===== src/rtl/att_pkg.sv =====
// Package for the alarm table timer: beat types, codes and the
// command and status structs between controller and datapath. No dependencies.
`default_nettype none

package att_pkg;

    localparam int EVENT_W = 8;
    localparam int TIME_W  = 32;
    localparam int DELAY_W = 31;
    localparam int AUX_W   = 32;

    localparam logic OP_REQUEST = 1'b0;
    localparam logic OP_TICK    = 1'b1;

    localparam logic KIND_STATUS = 1'b0;
    localparam logic KIND_FIRED  = 1'b1;

    localparam logic [1:0] ST_SET       = 2'd0;
    localparam logic [1:0] ST_CANCELLED = 2'd1;
    localparam logic [1:0] ST_NOT_FOUND = 2'd2;
    localparam logic [1:0] ST_FULL      = 2'd3;

    typedef struct packed {
        logic               operation;
        logic [TIME_W-1:0]  now_ms;
        logic [EVENT_W-1:0] event_id;
        logic [DELAY_W-1:0] delay_ms;
        logic               periodic;
        logic [AUX_W-1:0]   aux_data;
    } req_beat_t;

    typedef struct packed {
        logic               result_kind;
        logic [EVENT_W-1:0] fired_event;
        logic [AUX_W-1:0]   fired_aux;
        logic [1:0]         status;
        logic               overflow_seen;
        logic               last;
    } res_beat_t;

    typedef struct packed {
        logic load;
        logic step;
        logic finish;
    } ctl_cmd_t;

    typedef struct packed {
        logic is_tick;
        logic fire_now;
        logic pending;
        logic space;
    } dp_status_t;

endpackage

`default_nettype wire


===== src/rtl/alarm_table_timer.sv =====
// Top level of the alarm table timer: joins the controller and the datapath.
// Depends on att_pkg, att_controller and att_datapath.
`default_nettype none

// The block holds NUM_ALARMS alarms. A request beat sets, rewrites or cancels
// the alarm for its event and returns one status beat; a tick beat fires every
// due alarm in slot order and returns one beat per fired alarm, or none. Each
// item is accepted, then the table is scanned one slot per cycle through a single
// slot read port unless the result side stalls, and then the item is finished.
// The request side stalls while an item is in progress.
module alarm_table_timer #(
    parameter int NUM_ALARMS = 8
) (
    input  wire                 clk,
    input  wire                 rst_n,
    input  wire                 req_valid,
    output logic                req_stall,
    input  att_pkg::req_beat_t  req_beat,
    output logic                res_valid,
    input  wire                 res_stall,
    output att_pkg::res_beat_t  res_beat
);
    import att_pkg::*;

    localparam int IDX_W = (NUM_ALARMS > 1) ? $clog2(NUM_ALARMS) : 1;

    ctl_cmd_t         cmd;
    dp_status_t       status;
    logic [IDX_W-1:0] idx;

    att_controller #(
        .NUM_ALARMS (NUM_ALARMS),
        .IDX_W      (IDX_W)
    ) u_controller (
        .clk       (clk),
        .rst_n     (rst_n),
        .req_valid (req_valid),
        .req_stall (req_stall),
        .status    (status),
        .cmd       (cmd),
        .idx       (idx)
    );

    att_datapath #(
        .NUM_ALARMS (NUM_ALARMS),
        .IDX_W      (IDX_W)
    ) u_datapath (
        .clk       (clk),
        .rst_n     (rst_n),
        .req_beat  (req_beat),
        .cmd       (cmd),
        .idx       (idx),
        .status    (status),
        .res_stall (res_stall),
        .res_valid (res_valid),
        .res_beat  (res_beat)
    );

endmodule

`default_nettype wire


===== src/rtl/att_datapath.sv =====
// Datapath of the alarm table timer: slot storage, request and tick scan logic,
// the held-back fired result and the output register. Depends on att_pkg.
`default_nettype none

module att_datapath #(
    parameter int NUM_ALARMS = 8,
    parameter int IDX_W      = 3
) (
    input  wire                   clk,
    input  wire                   rst_n,
    input  att_pkg::req_beat_t    req_beat,
    input  att_pkg::ctl_cmd_t     cmd,
    input  wire [IDX_W-1:0]       idx,
    output att_pkg::dp_status_t   status,
    input  wire                   res_stall,
    output logic                  res_valid,
    output att_pkg::res_beat_t    res_beat
);
    import att_pkg::*;

    logic                slot_valid_reg    [NUM_ALARMS];
    logic                slot_periodic_reg [NUM_ALARMS];
    logic [EVENT_W-1:0]  slot_event_reg    [NUM_ALARMS];
    logic [AUX_W-1:0]    slot_aux_reg      [NUM_ALARMS];
    logic [TIME_W-1:0]   slot_deadline_reg [NUM_ALARMS];
    logic [DELAY_W-1:0]  slot_reload_reg   [NUM_ALARMS];

    req_beat_t           item_reg;
    logic                match_found_reg;
    logic                free_found_reg;
    logic [IDX_W-1:0]    match_idx_reg;
    logic [IDX_W-1:0]    free_idx_reg;
    logic                overflow_reg;
    logic                pending_valid_reg;
    res_beat_t           pending_reg;
    logic                out_valid_reg;
    res_beat_t           out_reg;

    logic                is_tick;
    logic                fire_now;
    logic                hit_now;
    logic                space;
    logic                emit;
    res_beat_t           emit_beat;
    logic                do_write;
    logic                do_cancel;
    logic [IDX_W-1:0]    write_idx;
    logic [1:0]          req_status;

    assign is_tick  = (item_reg.operation == OP_TICK);
    assign fire_now = slot_valid_reg[idx] && (slot_deadline_reg[idx] <= item_reg.now_ms);
    assign hit_now  = slot_valid_reg[idx] && (slot_event_reg[idx] == item_reg.event_id);
    assign space    = !out_valid_reg || !res_stall;

    assign status.is_tick  = is_tick;
    assign status.fire_now = fire_now;
    assign status.pending  = pending_valid_reg;
    assign status.space    = space;

    always_comb
    begin
        do_write   = 1'b0;
        do_cancel  = 1'b0;
        write_idx  = match_found_reg ? match_idx_reg : free_idx_reg;
        req_status = ST_NOT_FOUND;
        if (item_reg.delay_ms != '0)
        begin
            if (match_found_reg || free_found_reg)
            begin
                do_write   = 1'b1;
                req_status = ST_SET;
            end
            else
            begin
                req_status = ST_FULL;
            end
        end
        else if (match_found_reg)
        begin
            do_cancel  = 1'b1;
            req_status = ST_CANCELLED;
        end
    end

    always_comb
    begin
        emit      = 1'b0;
        emit_beat = pending_reg;
        if (cmd.step && is_tick && fire_now && pending_valid_reg)
        begin
            emit = 1'b1;
        end
        else if (cmd.finish && is_tick && pending_valid_reg)
        begin
            emit           = 1'b1;
            emit_beat.last = 1'b1;
        end
        else if (cmd.finish && !is_tick)
        begin
            emit                    = 1'b1;
            emit_beat.result_kind   = KIND_STATUS;
            emit_beat.fired_event   = item_reg.event_id;
            emit_beat.fired_aux     = '0;
            emit_beat.status        = req_status;
            emit_beat.overflow_seen = overflow_reg || (req_status == ST_FULL);
            emit_beat.last          = 1'b1;
        end
    end

    always_ff @(posedge clk or negedge rst_n)
    begin
        if (!rst_n)
        begin
            for (int i = 0; i < NUM_ALARMS; i++)
            begin
                slot_valid_reg[i]    <= 1'b0;
                slot_periodic_reg[i] <= 1'b0;
            end
            match_found_reg   <= 1'b0;
            free_found_reg    <= 1'b0;
            overflow_reg      <= 1'b0;
            pending_valid_reg <= 1'b0;
            out_valid_reg     <= 1'b0;
        end
        else
        begin
            if (cmd.load)
            begin
                match_found_reg   <= 1'b0;
                free_found_reg    <= 1'b0;
                pending_valid_reg <= 1'b0;
            end
            if (cmd.step && is_tick && fire_now)
            begin
                pending_valid_reg <= 1'b1;
                if (!slot_periodic_reg[idx])
                begin
                    slot_valid_reg[idx] <= 1'b0;
                end
            end
            if (cmd.step && !is_tick)
            begin
                if (hit_now && !match_found_reg)
                begin
                    match_found_reg <= 1'b1;
                end
                if (!slot_valid_reg[idx] && !free_found_reg)
                begin
                    free_found_reg <= 1'b1;
                end
            end
            if (cmd.finish && is_tick)
            begin
                pending_valid_reg <= 1'b0;
            end
            if (cmd.finish && !is_tick)
            begin
                if (do_write)
                begin
                    slot_valid_reg[write_idx]    <= 1'b1;
                    slot_periodic_reg[write_idx] <= item_reg.periodic;
                end
                if (do_cancel)
                begin
                    slot_valid_reg[match_idx_reg] <= 1'b0;
                end
                if (req_status == ST_FULL)
                begin
                    overflow_reg <= 1'b1;
                end
            end
            if (emit)
            begin
                out_valid_reg <= 1'b1;
            end
            else if (!res_stall)
            begin
                out_valid_reg <= 1'b0;
            end
        end
    end

    always_ff @(posedge clk)
    begin
        if (cmd.load)
        begin
            item_reg <= req_beat;
        end
        if (cmd.step && is_tick && fire_now)
        begin
            pending_reg.result_kind   <= KIND_FIRED;
            pending_reg.fired_event   <= slot_event_reg[idx];
            pending_reg.fired_aux     <= slot_aux_reg[idx];
            pending_reg.status        <= ST_SET;
            pending_reg.overflow_seen <= overflow_reg;
            pending_reg.last          <= 1'b0;
            if (slot_periodic_reg[idx])
            begin
                slot_deadline_reg[idx] <= item_reg.now_ms
                                          + {1'b0, slot_reload_reg[idx]};
            end
        end
        if (cmd.step && !is_tick)
        begin
            if (hit_now && !match_found_reg)
            begin
                match_idx_reg <= idx;
            end
            if (!slot_valid_reg[idx] && !free_found_reg)
            begin
                free_idx_reg <= idx;
            end
        end
        if (cmd.finish && do_write)
        begin
            slot_event_reg[write_idx]    <= item_reg.event_id;
            slot_aux_reg[write_idx]      <= item_reg.aux_data;
            slot_deadline_reg[write_idx] <= item_reg.now_ms + {1'b0, item_reg.delay_ms};
            slot_reload_reg[write_idx]   <= item_reg.delay_ms;
        end
        if (emit)
        begin
            out_reg <= emit_beat;
        end
    end

    assign res_valid = out_valid_reg;
    assign res_beat  = out_reg;

endmodule

`default_nettype wire


===== src/rtl/att_controller.sv =====
// Controller of the alarm table timer: sequences load, slot scan and finish.
// Depends on att_pkg.
`default_nettype none

module att_controller #(
    parameter int NUM_ALARMS = 8,
    parameter int IDX_W      = 3
) (
    input  wire                   clk,
    input  wire                   rst_n,
    input  wire                   req_valid,
    output logic                  req_stall,
    input  att_pkg::dp_status_t   status,
    output att_pkg::ctl_cmd_t     cmd,
    output logic [IDX_W-1:0]      idx
);
    import att_pkg::*;

    localparam logic [1:0] S_IDLE   = 2'd0;
    localparam logic [1:0] S_SCAN   = 2'd1;
    localparam logic [1:0] S_FINISH = 2'd2;

    localparam logic [IDX_W-1:0] LAST_IDX = IDX_W'(NUM_ALARMS - 1);

    logic [1:0]       state_reg;
    logic [1:0]       state_next;
    logic [IDX_W-1:0] idx_reg;
    logic [IDX_W-1:0] idx_next;

    always_comb
    begin
        state_next = state_reg;
        idx_next   = idx_reg;
        cmd        = '0;
        case (state_reg)
            S_IDLE:
            begin
                if (req_valid)
                begin
                    cmd.load   = 1'b1;
                    idx_next   = '0;
                    state_next = S_SCAN;
                end
            end
            S_SCAN:
            begin
                if (!(status.is_tick && status.fire_now && status.pending && !status.space))
                begin
                    cmd.step = 1'b1;
                    if (idx_reg == LAST_IDX)
                    begin
                        state_next = S_FINISH;
                    end
                    else
                    begin
                        idx_next = idx_reg + 1'b1;
                    end
                end
            end
            S_FINISH:
            begin
                if (status.space || (status.is_tick && !status.pending))
                begin
                    cmd.finish = 1'b1;
                    state_next = S_IDLE;
                end
            end
            default:
            begin
                state_next = S_IDLE;
            end
        endcase
    end

    always_ff @(posedge clk or negedge rst_n)
    begin
        if (!rst_n)
        begin
            state_reg <= S_IDLE;
            idx_reg   <= '0;
        end
        else
        begin
            state_reg <= state_next;
            idx_reg   <= idx_next;
        end
    end

    assign req_stall = (state_reg != S_IDLE);
    assign idx       = idx_reg;

endmodule

`default_nettype wire


===== config.mk =====
export PLATFORM = sky130hd
export DESIGN_NAME = alarm_table_timer
export DESIGN_NICKNAME = d
export VERILOG_FILES = /design/src/rtl/att_pkg.sv /design/src/rtl/alarm_table_timer.sv /design/src/rtl/att_datapath.sv /design/src/rtl/att_controller.sv
export SDC_FILE = /design/constraint.sdc
export NUM_CORES = 1
export LEC_CHECK = 0
export ABC_AREA = 1
export ABC_CLOCK_PERIOD_IN_PS = 12300
export BUFFER_PORTS_ARGS = -buffer_cell sky130_fd_sc_hd__clkbuf_2
export CORE_MARGIN = 1
export CORE_UTILIZATION = 30
export DETAILED_ROUTE_END_ITERATION = 10
export SYNTH_ARGS = -nofsm -noshare
export SYNTH_HDL_FRONTEND = slang
export SYNTH_SLANG_ARGS = --single-unit

===== constraint.sdc =====
create_clock -name clk -period 12.3 [get_ports clk]
set_input_delay 1.23 -clock clk [delete_from_list [all_inputs] [get_ports clk]]
set_output_delay 1.23 -clock clk [all_outputs]
set_load 0.02 [all_outputs]

## Word-level counts from Yosys, hierarchy flattened

Memory sizes are Yosys's and may differ from the RTL's. A register that Yosys moved wholly into a read port is not among the register bits.
Cells that the tools add are included.

| operators by class | value |
|---|---|
| magnitude comparators | 7 |
| reductions and logical operators | 45 |
| eq/ne operators | 11 |
| bitwise logic cells | 9 |
| $add $sub $neg | 3 |
| mux-type cells | 68 |

Operator list:

| cell | count |
|---|---|
| adder 32 x 31 -> 32 bit | 2 |
| 2-to-1 mux 8 bit | 6 |
| 2-to-1 mux 45 bit | 1 |
| 2-to-1 mux 44 bit | 1 |
| 2-to-1 mux 43 bit | 1 |
| 2-to-1 mux 1 bit | 38 |
| less-or-equal comparator 32 bit | 1 |
| 2-to-1 mux 32 bit | 1 |
| OR reduction 32 bit | 1 |
| nonzero test 31 bit | 1 |
| logical AND 1 bit | 19 |
| AND 8 bit | 2 |
| inverter 8 bit | 2 |
| 2-to-1 mux 3 bit | 5 |
| 2-to-1 mux 2 bit | 7 |
| >= comparator 4 bit (second input constant) | 3 |
| less-than comparator 4 x 1 -> 1 bit (second input constant) | 3 |
| inverter 3 -> 4 bit | 3 |
| demux 1 bit (select 3 bit) | 3 |
| bitwise mux 8 bit | 1 |
| equality test 8 bit | 1 |
| zero test 1 bit | 8 |
| OR 8 bit | 1 |
| AND reduction 2 bit | 4 |
| other kinds (17) | 28 |

| word-level totals | value |
|---|---|
| RAM bits | 824 |
| memories | 4 |
| word-level logic and storage cells | 186 |
| bits of input ports | 109 |
| output and inout port bits | 47 |
| bits in registers | 191 |

Memory list:

| memory | words | bits a word | read ports | clocked after memory_dff | wr ports | RTL line | source |
|---|---|---|---|---|---|---|---|
| u_datapath.slot_aux_reg | 8 | 32 | 1 | 1 | 1 | att_datapath.sv:24 | `logic [AUX_W-1:0] slot_aux_reg [NUM_ALARMS];` |
| u_datapath.slot_deadline_reg | 8 | 32 | 1 | 0 | 1 | att_datapath.sv:25 | `logic [TIME_W-1:0] slot_deadline_reg [NUM_ALARMS];` |
| u_datapath.slot_reload_reg | 8 | 31 | 1 | 0 | 1 | att_datapath.sv:26 | `logic [DELAY_W-1:0] slot_reload_reg [NUM_ALARMS];` |
| u_datapath.slot_event_reg | 8 | 8 | 1 | 0 | 1 | att_datapath.sv:23 | `logic [EVENT_W-1:0] slot_event_reg [NUM_ALARMS];` |

## Logic depth before layout (Yosys ltp)

| logic depth | value |
|---|---|
| depth in word-level cells | 19 |
| gate-level depth with buffers | 28 |
| depth with buffers taken out | 25 |

## Hierarchy

Synthesis repeated with hierarchy kept, for this count alone.

| second synthesis, totals | value |
|---|---|
| cell total of the unflattened synthesis | 3674 |
| area total of the unflattened synthesis | 44924.3 um^2 |

Modules (own cells, without submodules):

| module | area each (um^2) | cells each | times used | seq. area each (um^2) |
|---|---|---|---|---|
| att_datapath | 44581.5 | 3625 | 1 | 31184.9 |
| att_controller | 342.8 | 49 | 1 | 125.1 |

## Worst setup path before layout

OpenSTA, ideal clock, no wires.

| timing | value |
|---|---|
| path kind | input to register |
| start point | in res_stall |
| end point | mem u_datapath.slot_aux_reg[0][0] (enable) |
| stages on the path | 5 |
| data required time | 11799 ps |
| data arrival time | 4807 ps |
| buffers on the path | 0 |
| slack | 6993 ps |
| path through | nand3_1 nand2_1 nor2_2 nand2_1 nor2_1 |

| between the ends | value |
|---|---|
| longest elaborated chain between the ends | 8 |

RTL lines:

| what | RTL line | source |
|---|---|---|
| from (decl) | alarm_table_timer.sv:20 | `input wire res_stall,` |
| zero test 1 bit | att_datapath.sv:53 | `assign space = !out_valid_reg \|\| !res_stall;` |
| logical OR 1 bit | att_datapath.sv:53 |  |
| logical OR 1 bit | att_controller.sv:62 | `if (status.space \|\| (status.is_tick && !status.pending))` |
| 2-to-1 mux 1 bit | att_controller.sv:62 |  |
| 2-to-1 mux 1 bit | att_controller.sv:35 | `case (state_reg)` |
| logical AND 1 bit | att_datapath.sv:214 | `if (cmd.finish && do_write)` |
| 2-to-1 mux 1 bit | att_datapath.sv:214 |  |
| 2-to-1 mux 1 bit (not written as such) | att_datapath.sv:217 | `slot_aux_reg[write_idx] <= item_reg.aux_data;` |
| to (decl) | att_datapath.sv:24 |  |

No other way between the ends.

## Final worst setup path

| timing | value |
|---|---|
| start point | reg u_controller.idx_reg[0], in the netlist u_controller.idx[0] |
| end point | reg u_datapath.out_reg (netlist bit u_datapath.res_beat[26]) (enable) |

| between the ends | value |
|---|---|
| longest elaborated chain between the ends | 14 |
| elaborated cells on any way between the ends | 16 |
| classes of those cells | order compare (1); mux (6); bitwise (1); reduce/logical (7); memory (1) |

RTL lines:

| what | RTL line | source |
|---|---|---|
| from (decl) | att_controller.sv:27 | `logic [IDX_W-1:0] idx_reg;` |
| from (signal assigned) | att_controller.sv:85 | `idx_reg <= idx_next;` |
| parallel branches: the longest is 4 deep, another holds memory (8 x 32 bit) | - |  |
| logical AND 1 bit * | att_datapath.sv:51 | `assign fire_now = slot_valid_reg[idx] && (slot_deadline_reg[idx] <= item_reg.now_ms);` |
| logical AND 1 bit (3 in series) | att_controller.sv:47 | `if (!(status.is_tick && status.fire_now && status.pending && !status.space))` |
| 2-to-1 mux 1 bit | att_controller.sv:47 |  |
| 2-to-1 mux 1 bit | att_controller.sv:35 |  |
| logical AND 1 bit | att_datapath.sv:89 | `if (cmd.step && is_tick && fire_now && pending_valid_reg)` |
| logical AND 1 bit * (2 in series) | att_datapath.sv:89 |  |
| 2-to-1 mux 1 bit * | att_datapath.sv:89 |  |
| via u_datapath.emit | att_datapath.sv:43 | `logic emit;` |
| to (signal assigned) | att_datapath.sv:223 | `out_reg <= emit_beat;` |
| to (decl) | att_datapath.sv:37 | `res_beat_t out_reg;` |

Mark *: on every way through the listed nets, which the timed path passes. The select of a mux whose other input is x is not followed.
A chain may end at the register's enable or synchronous reset.

==> out/metrics.csv <==
stage,metric,value,unit
power,switching_share,34.3,%
clock_network,cts_made_buffers,109,
finish,drive_gt1_share,14.1,%
power,p_leak,0.0164,uW
detailed_routing,wl_per_cell,21.8,um
clock_network,cts_sinks,1047,
finish,final_cell_count_no_fill,4833,
power,p_int,7790,uW
power,peakVddDrop,0.000127,V
detailed_routing,vias_per_cell,4.92,
timing,tightest_slew,0.935,ns
synthesis,synth_edf_count,1021,
floorplan,die_w,370,um
setup_path,setup.worst_path.start_class,flop,
synthesis,syn_avg_cell_area,14.8,um^2
clock_network,cts-root-buf,clkbuf_16,
clock_network,cts_tree,yes,
timing,slew_viol_final,0,
finish,regArea,0.0313,mm^2
place,dpl.hpwl,61900,um
power,power_switching,4060,uW
power,powerDensity,250,mW/mm^2
timing,max_freq,0.150,GHz
synthesis,yosys.area.top_type_share,75.4,%
synthesis,ys_top_cells_by_area,"edfxtp_1, nand2_1, ha_1",
grt,grt_antenna_before_repair,3,
timing,hold_viol_final,0,
power,clkPwrFrac,28.3,%
clock_network,cts_hold_repair.buffers,0,
detailed_routing,ant_nets,0,
synthesis,synth_cell_types,56,
floorplan,start_util,30.3,%
floorplan,die_area,0.137,mm^2
floorplan,io_pins,156,
floorplan,core_area,0.134,mm^2
setup_path,required,12.63,ns
finish,fin_nets,3142,
synthesis,synth-seq-area-share,77.0,%
setup_path,crit_chain,inv_4 > nand2_4 > inv_2 > buf_4 > a22o_1 > a221oi_1 > nand4_1 > ha_1 > nand2_1 > nor2_1 > nand2_1 > nor2_1 > nand2_1 > nand2_1 > nand4_2 > inv_2 > buf_4 > nand2_1 > nand2_2 > buf_4,
synthesis,synth_area,0.0406,mm^2
detailed_routing,drc_errors,0,
grt,grt-ovfl-total,0,
setup_path,critPathMostFrequentCell,nand2_1,
synthesis,yosys_warnings,0,
place,gp_congestion,0.894,
power,seqPwrFrac,43.4,%
hold_path,hp-class,reg2reg,
clock_network,clk_latency,0.71,ns
clock_network,htreeDepth,3,
timing,finalWorstSetupSlack,5.64,ns
clock_network,post_cts_resized,0,
detailed_routing,dr.pass1.iters,6,
place,place_inst,4624,
flow_run,max-cap-violations,0,
timing,setup_viol,0,
synthesis,synth_seq_cells,1047,
grt,grt_max_degree,62,
clock_network,clk_pin_slew,0.06,ns
setup_path,path_max_fanout,47,
grt,grtUsageTotal,15.1,%
detailed_routing,drt_iter0_drc,2062,
grt,grt_pass1_wl,155000,um
floorplan,rows,134,
synthesis,syn_inst,2754,
detailed_routing,num_vias,23800,
finish,fillers,12700,
finish,area.growth.synth_to_final,16.5,%
synthesis,syn_nets,2929,
setup_path,path_class,reg2reg,
setup_path,end_kind,flop,
detailed_routing,routed_wl,105000,um
place,io_buffers,155,
setup_path,crit_slowest_cell,dfrtp_1,
timing,rsz0062_at_grt,false,
setup_path,cp.arrival,6.99,ns
timing,slew_headroom,37.6,%
power,combPwrFrac,28.2,%
place,pre_cts_slack,5.53,ns
setup_path,cp_slowest_stage_delay,0.83,ns
timing,period_needed,6.66,ns
timing,tns,0,ns
timing,period_share,54.1,%
synthesis,synth_top_cell_by_area,edfxtp_1,
synthesis,synthFlopType,edfxtp_1,
clock_network,clock_path_buffers,3,
finish,multiInputGateArea,0.00831,mm^2
grt,grt_pass1_vias,23800,
synthesis,synth-async-reset-ratio,2.48,%
timing,skew,0.0419,ns
clock_network,cts_setup_buffers,0,
run_status,outcome,finished clean,
floorplan,die_y,370,um
synth_stat cells, types with 4 or more instances:
master,number
o21ai_1,4
edfxtp_1,1021
a21o_1,6
or4_1,12
xnor2_1,8
o221ai_1,13
dfrtp_1,26
nor2_1,107
a22oi_1,81
clkbuf_1,27
a22o_1,53
o21a_1,8
inv_1,168
nand2_1,499
nand3_1,54
o22ai_1,97
xor2_1,21
nand2_2,6
nor3_1,24
nand4_1,87
buf_1,23
nand3b_1,9
or2_2,9
buf_2,42
a21oi_1,72
inv_2,12
o21ai_0,78
ha_1,65
nor4_1,18
a221oi_1,51
o21bai_1,5
buf_6,6
area by class of cell:
| class | instances | share of cell area (%) |
|---|---|---|
| inverters | 184 | 1.48 |
| flip-flops and latches | 1047 | 66.1 |
| repair buffers | 200 | 2.35 |
| well taps | 1768 | 4.67 |
| clock buffers | 131 | 6.04 |
| clock inverters | 77 | 1.78 |
| diodes | 1 | 0.00528 |
| multi-input cells | 1425 | 17.5 |
path summary, 6_finish.rpt:
path	startpoint	endpoint	slack, ns	depth (start not counted)
max	u_controller.idx[0]$_DFFE_PN0P_	u_datapath.res_beat[26]$_DFFE_PP_	5.64	20
min	u_datapath.overflow_reg$_DFFE_PN0P_	u_datapath.pending_reg[1]$_DFFE_PN_	0.46	0
max reg2reg	u_controller.idx[0]$_DFFE_PN0P_	u_datapath.res_beat[26]$_DFFE_PP_	5.64	20
min reg2reg	u_datapath.overflow_reg$_DFFE_PN0P_	u_datapath.pending_reg[1]$_DFFE_PN_	0.46	0
max in group asynchronous	rst_n	u_datapath.slot_periodic_reg[1]$_DFFE_PN0P_	11.24	1
min in group asynchronous	rst_n	u_datapath.overflow_reg$_DFFE_PN0P_	0.58	1
kinds of logic (layout without fill, tap and decap cells):
| group | count (synthesis) | in the layout | synth area share, % |
|---|---|---|---|
| flops | 1047 | 1047 | 77.0 |
| simple gates | 841 | 841 | 9.17 |
| compound gates | 489 | 489 | 8.27 |
| buf+inv | 282 | 592 | 2.86 |
| fa+ha+maj | 66 | 66 | 2.05 |
| xor+xnor | 29 | 29 | 0.625 |
| other cells | 0 | 1 | 0 |
placed cells by master, fill, tap and decap left out, types with 4 or more instances in the layout:
| cell type | netlist | routed |
|---|---|---|
| clkbuf_1 | 27 | 18 |
| clkbuf_16 | 0 | 110 |
| o21bai_1 | 5 | 5 |
| o21ai_1 | 4 | 4 |
| nand2_1 | 499 | 498 |
| edfxtp_1 | 1021 | 1021 |
| inv_6 | 0 | 4 |
| o21ai_0 | 78 | 78 |
| buf_4 | 0 | 45 |
| clkinv_4 | 0 | 5 |
| o22ai_1 | 97 | 97 |
| clkbuf_2 | 0 | 155 |
| a22oi_1 | 81 | 81 |
| nand3_1 | 54 | 54 |
| a221oi_1 | 51 | 51 |
| nor2_1 | 107 | 91 |
| bufinv_16 | 0 | 13 |
| or2_2 | 9 | 9 |
| clkinv_1 | 2 | 24 |
| xor2_1 | 21 | 21 |
| nand2_2 | 6 | 7 |
| inv_1 | 168 | 167 |
| nor2_4 | 0 | 17 |
| a21o_1 | 6 | 6 |
| nor4_1 | 18 | 18 |
| xnor2_1 | 8 | 8 |
| a22o_1 | 53 | 53 |
| or4_1 | 12 | 12 |
| o221ai_1 | 13 | 13 |
| clkinv_16 | 0 | 4 |
| nand3b_1 | 9 | 9 |
| inv_2 | 12 | 12 |
| dfrtp_1 | 26 | 26 |
| a21oi_1 | 72 | 72 |
| o21a_1 | 8 | 8 |
| ha_1 | 65 | 65 |
| nor3_1 | 24 | 24 |
| clkinv_2 | 0 | 24 |
| nand4_1 | 87 | 87 |
metrics by stage:
stage | hold WS, ns | cell area [um^2] | power, uW | utilization [%]
after floorplan | 0.425 | 40600 | 7300 | -
after global placement | 0.434 | 43600 | 8480 | 32.6
after detailed placement | 0.446 | 43600 | 8550 | 32.6
after CTS | 0.456 | 47300 | 11900 | 35.3
after global routing | 0.472 | 47300 | 12400 | 35.3
final | 0.457 | 47400 | 11800 | 35.3
per-layer routing:
metal	track usage (%)	routed length, um	part of all wire [%]
met5	0	9	0.0086
met4	4.16	2410	2.3
met3	2.43	6330	6.0
met2	25.1	50600	48
met1	20.4	45900	44
worst max-delay path, delay by kind of cell (launching register included):
kind            cells  cell delay, ns
compound gates      2            0.54
buf+inv             6            2.35
simple gates       11            2.11
fa+ha+maj           1            0.31
flops               1            0.83
power groups by stage:
stage,clock network [uW],logic (uW),registers [uW]
floorplan,0,2180,5120
global placement,0,3270,5210
detailed placement,0,3330,5220
CTS,3420,3340,5150
global route,3560,3700,5170
finish,3360,3340,5150
No activity file was read; power rests on OpenSTA's default activity.
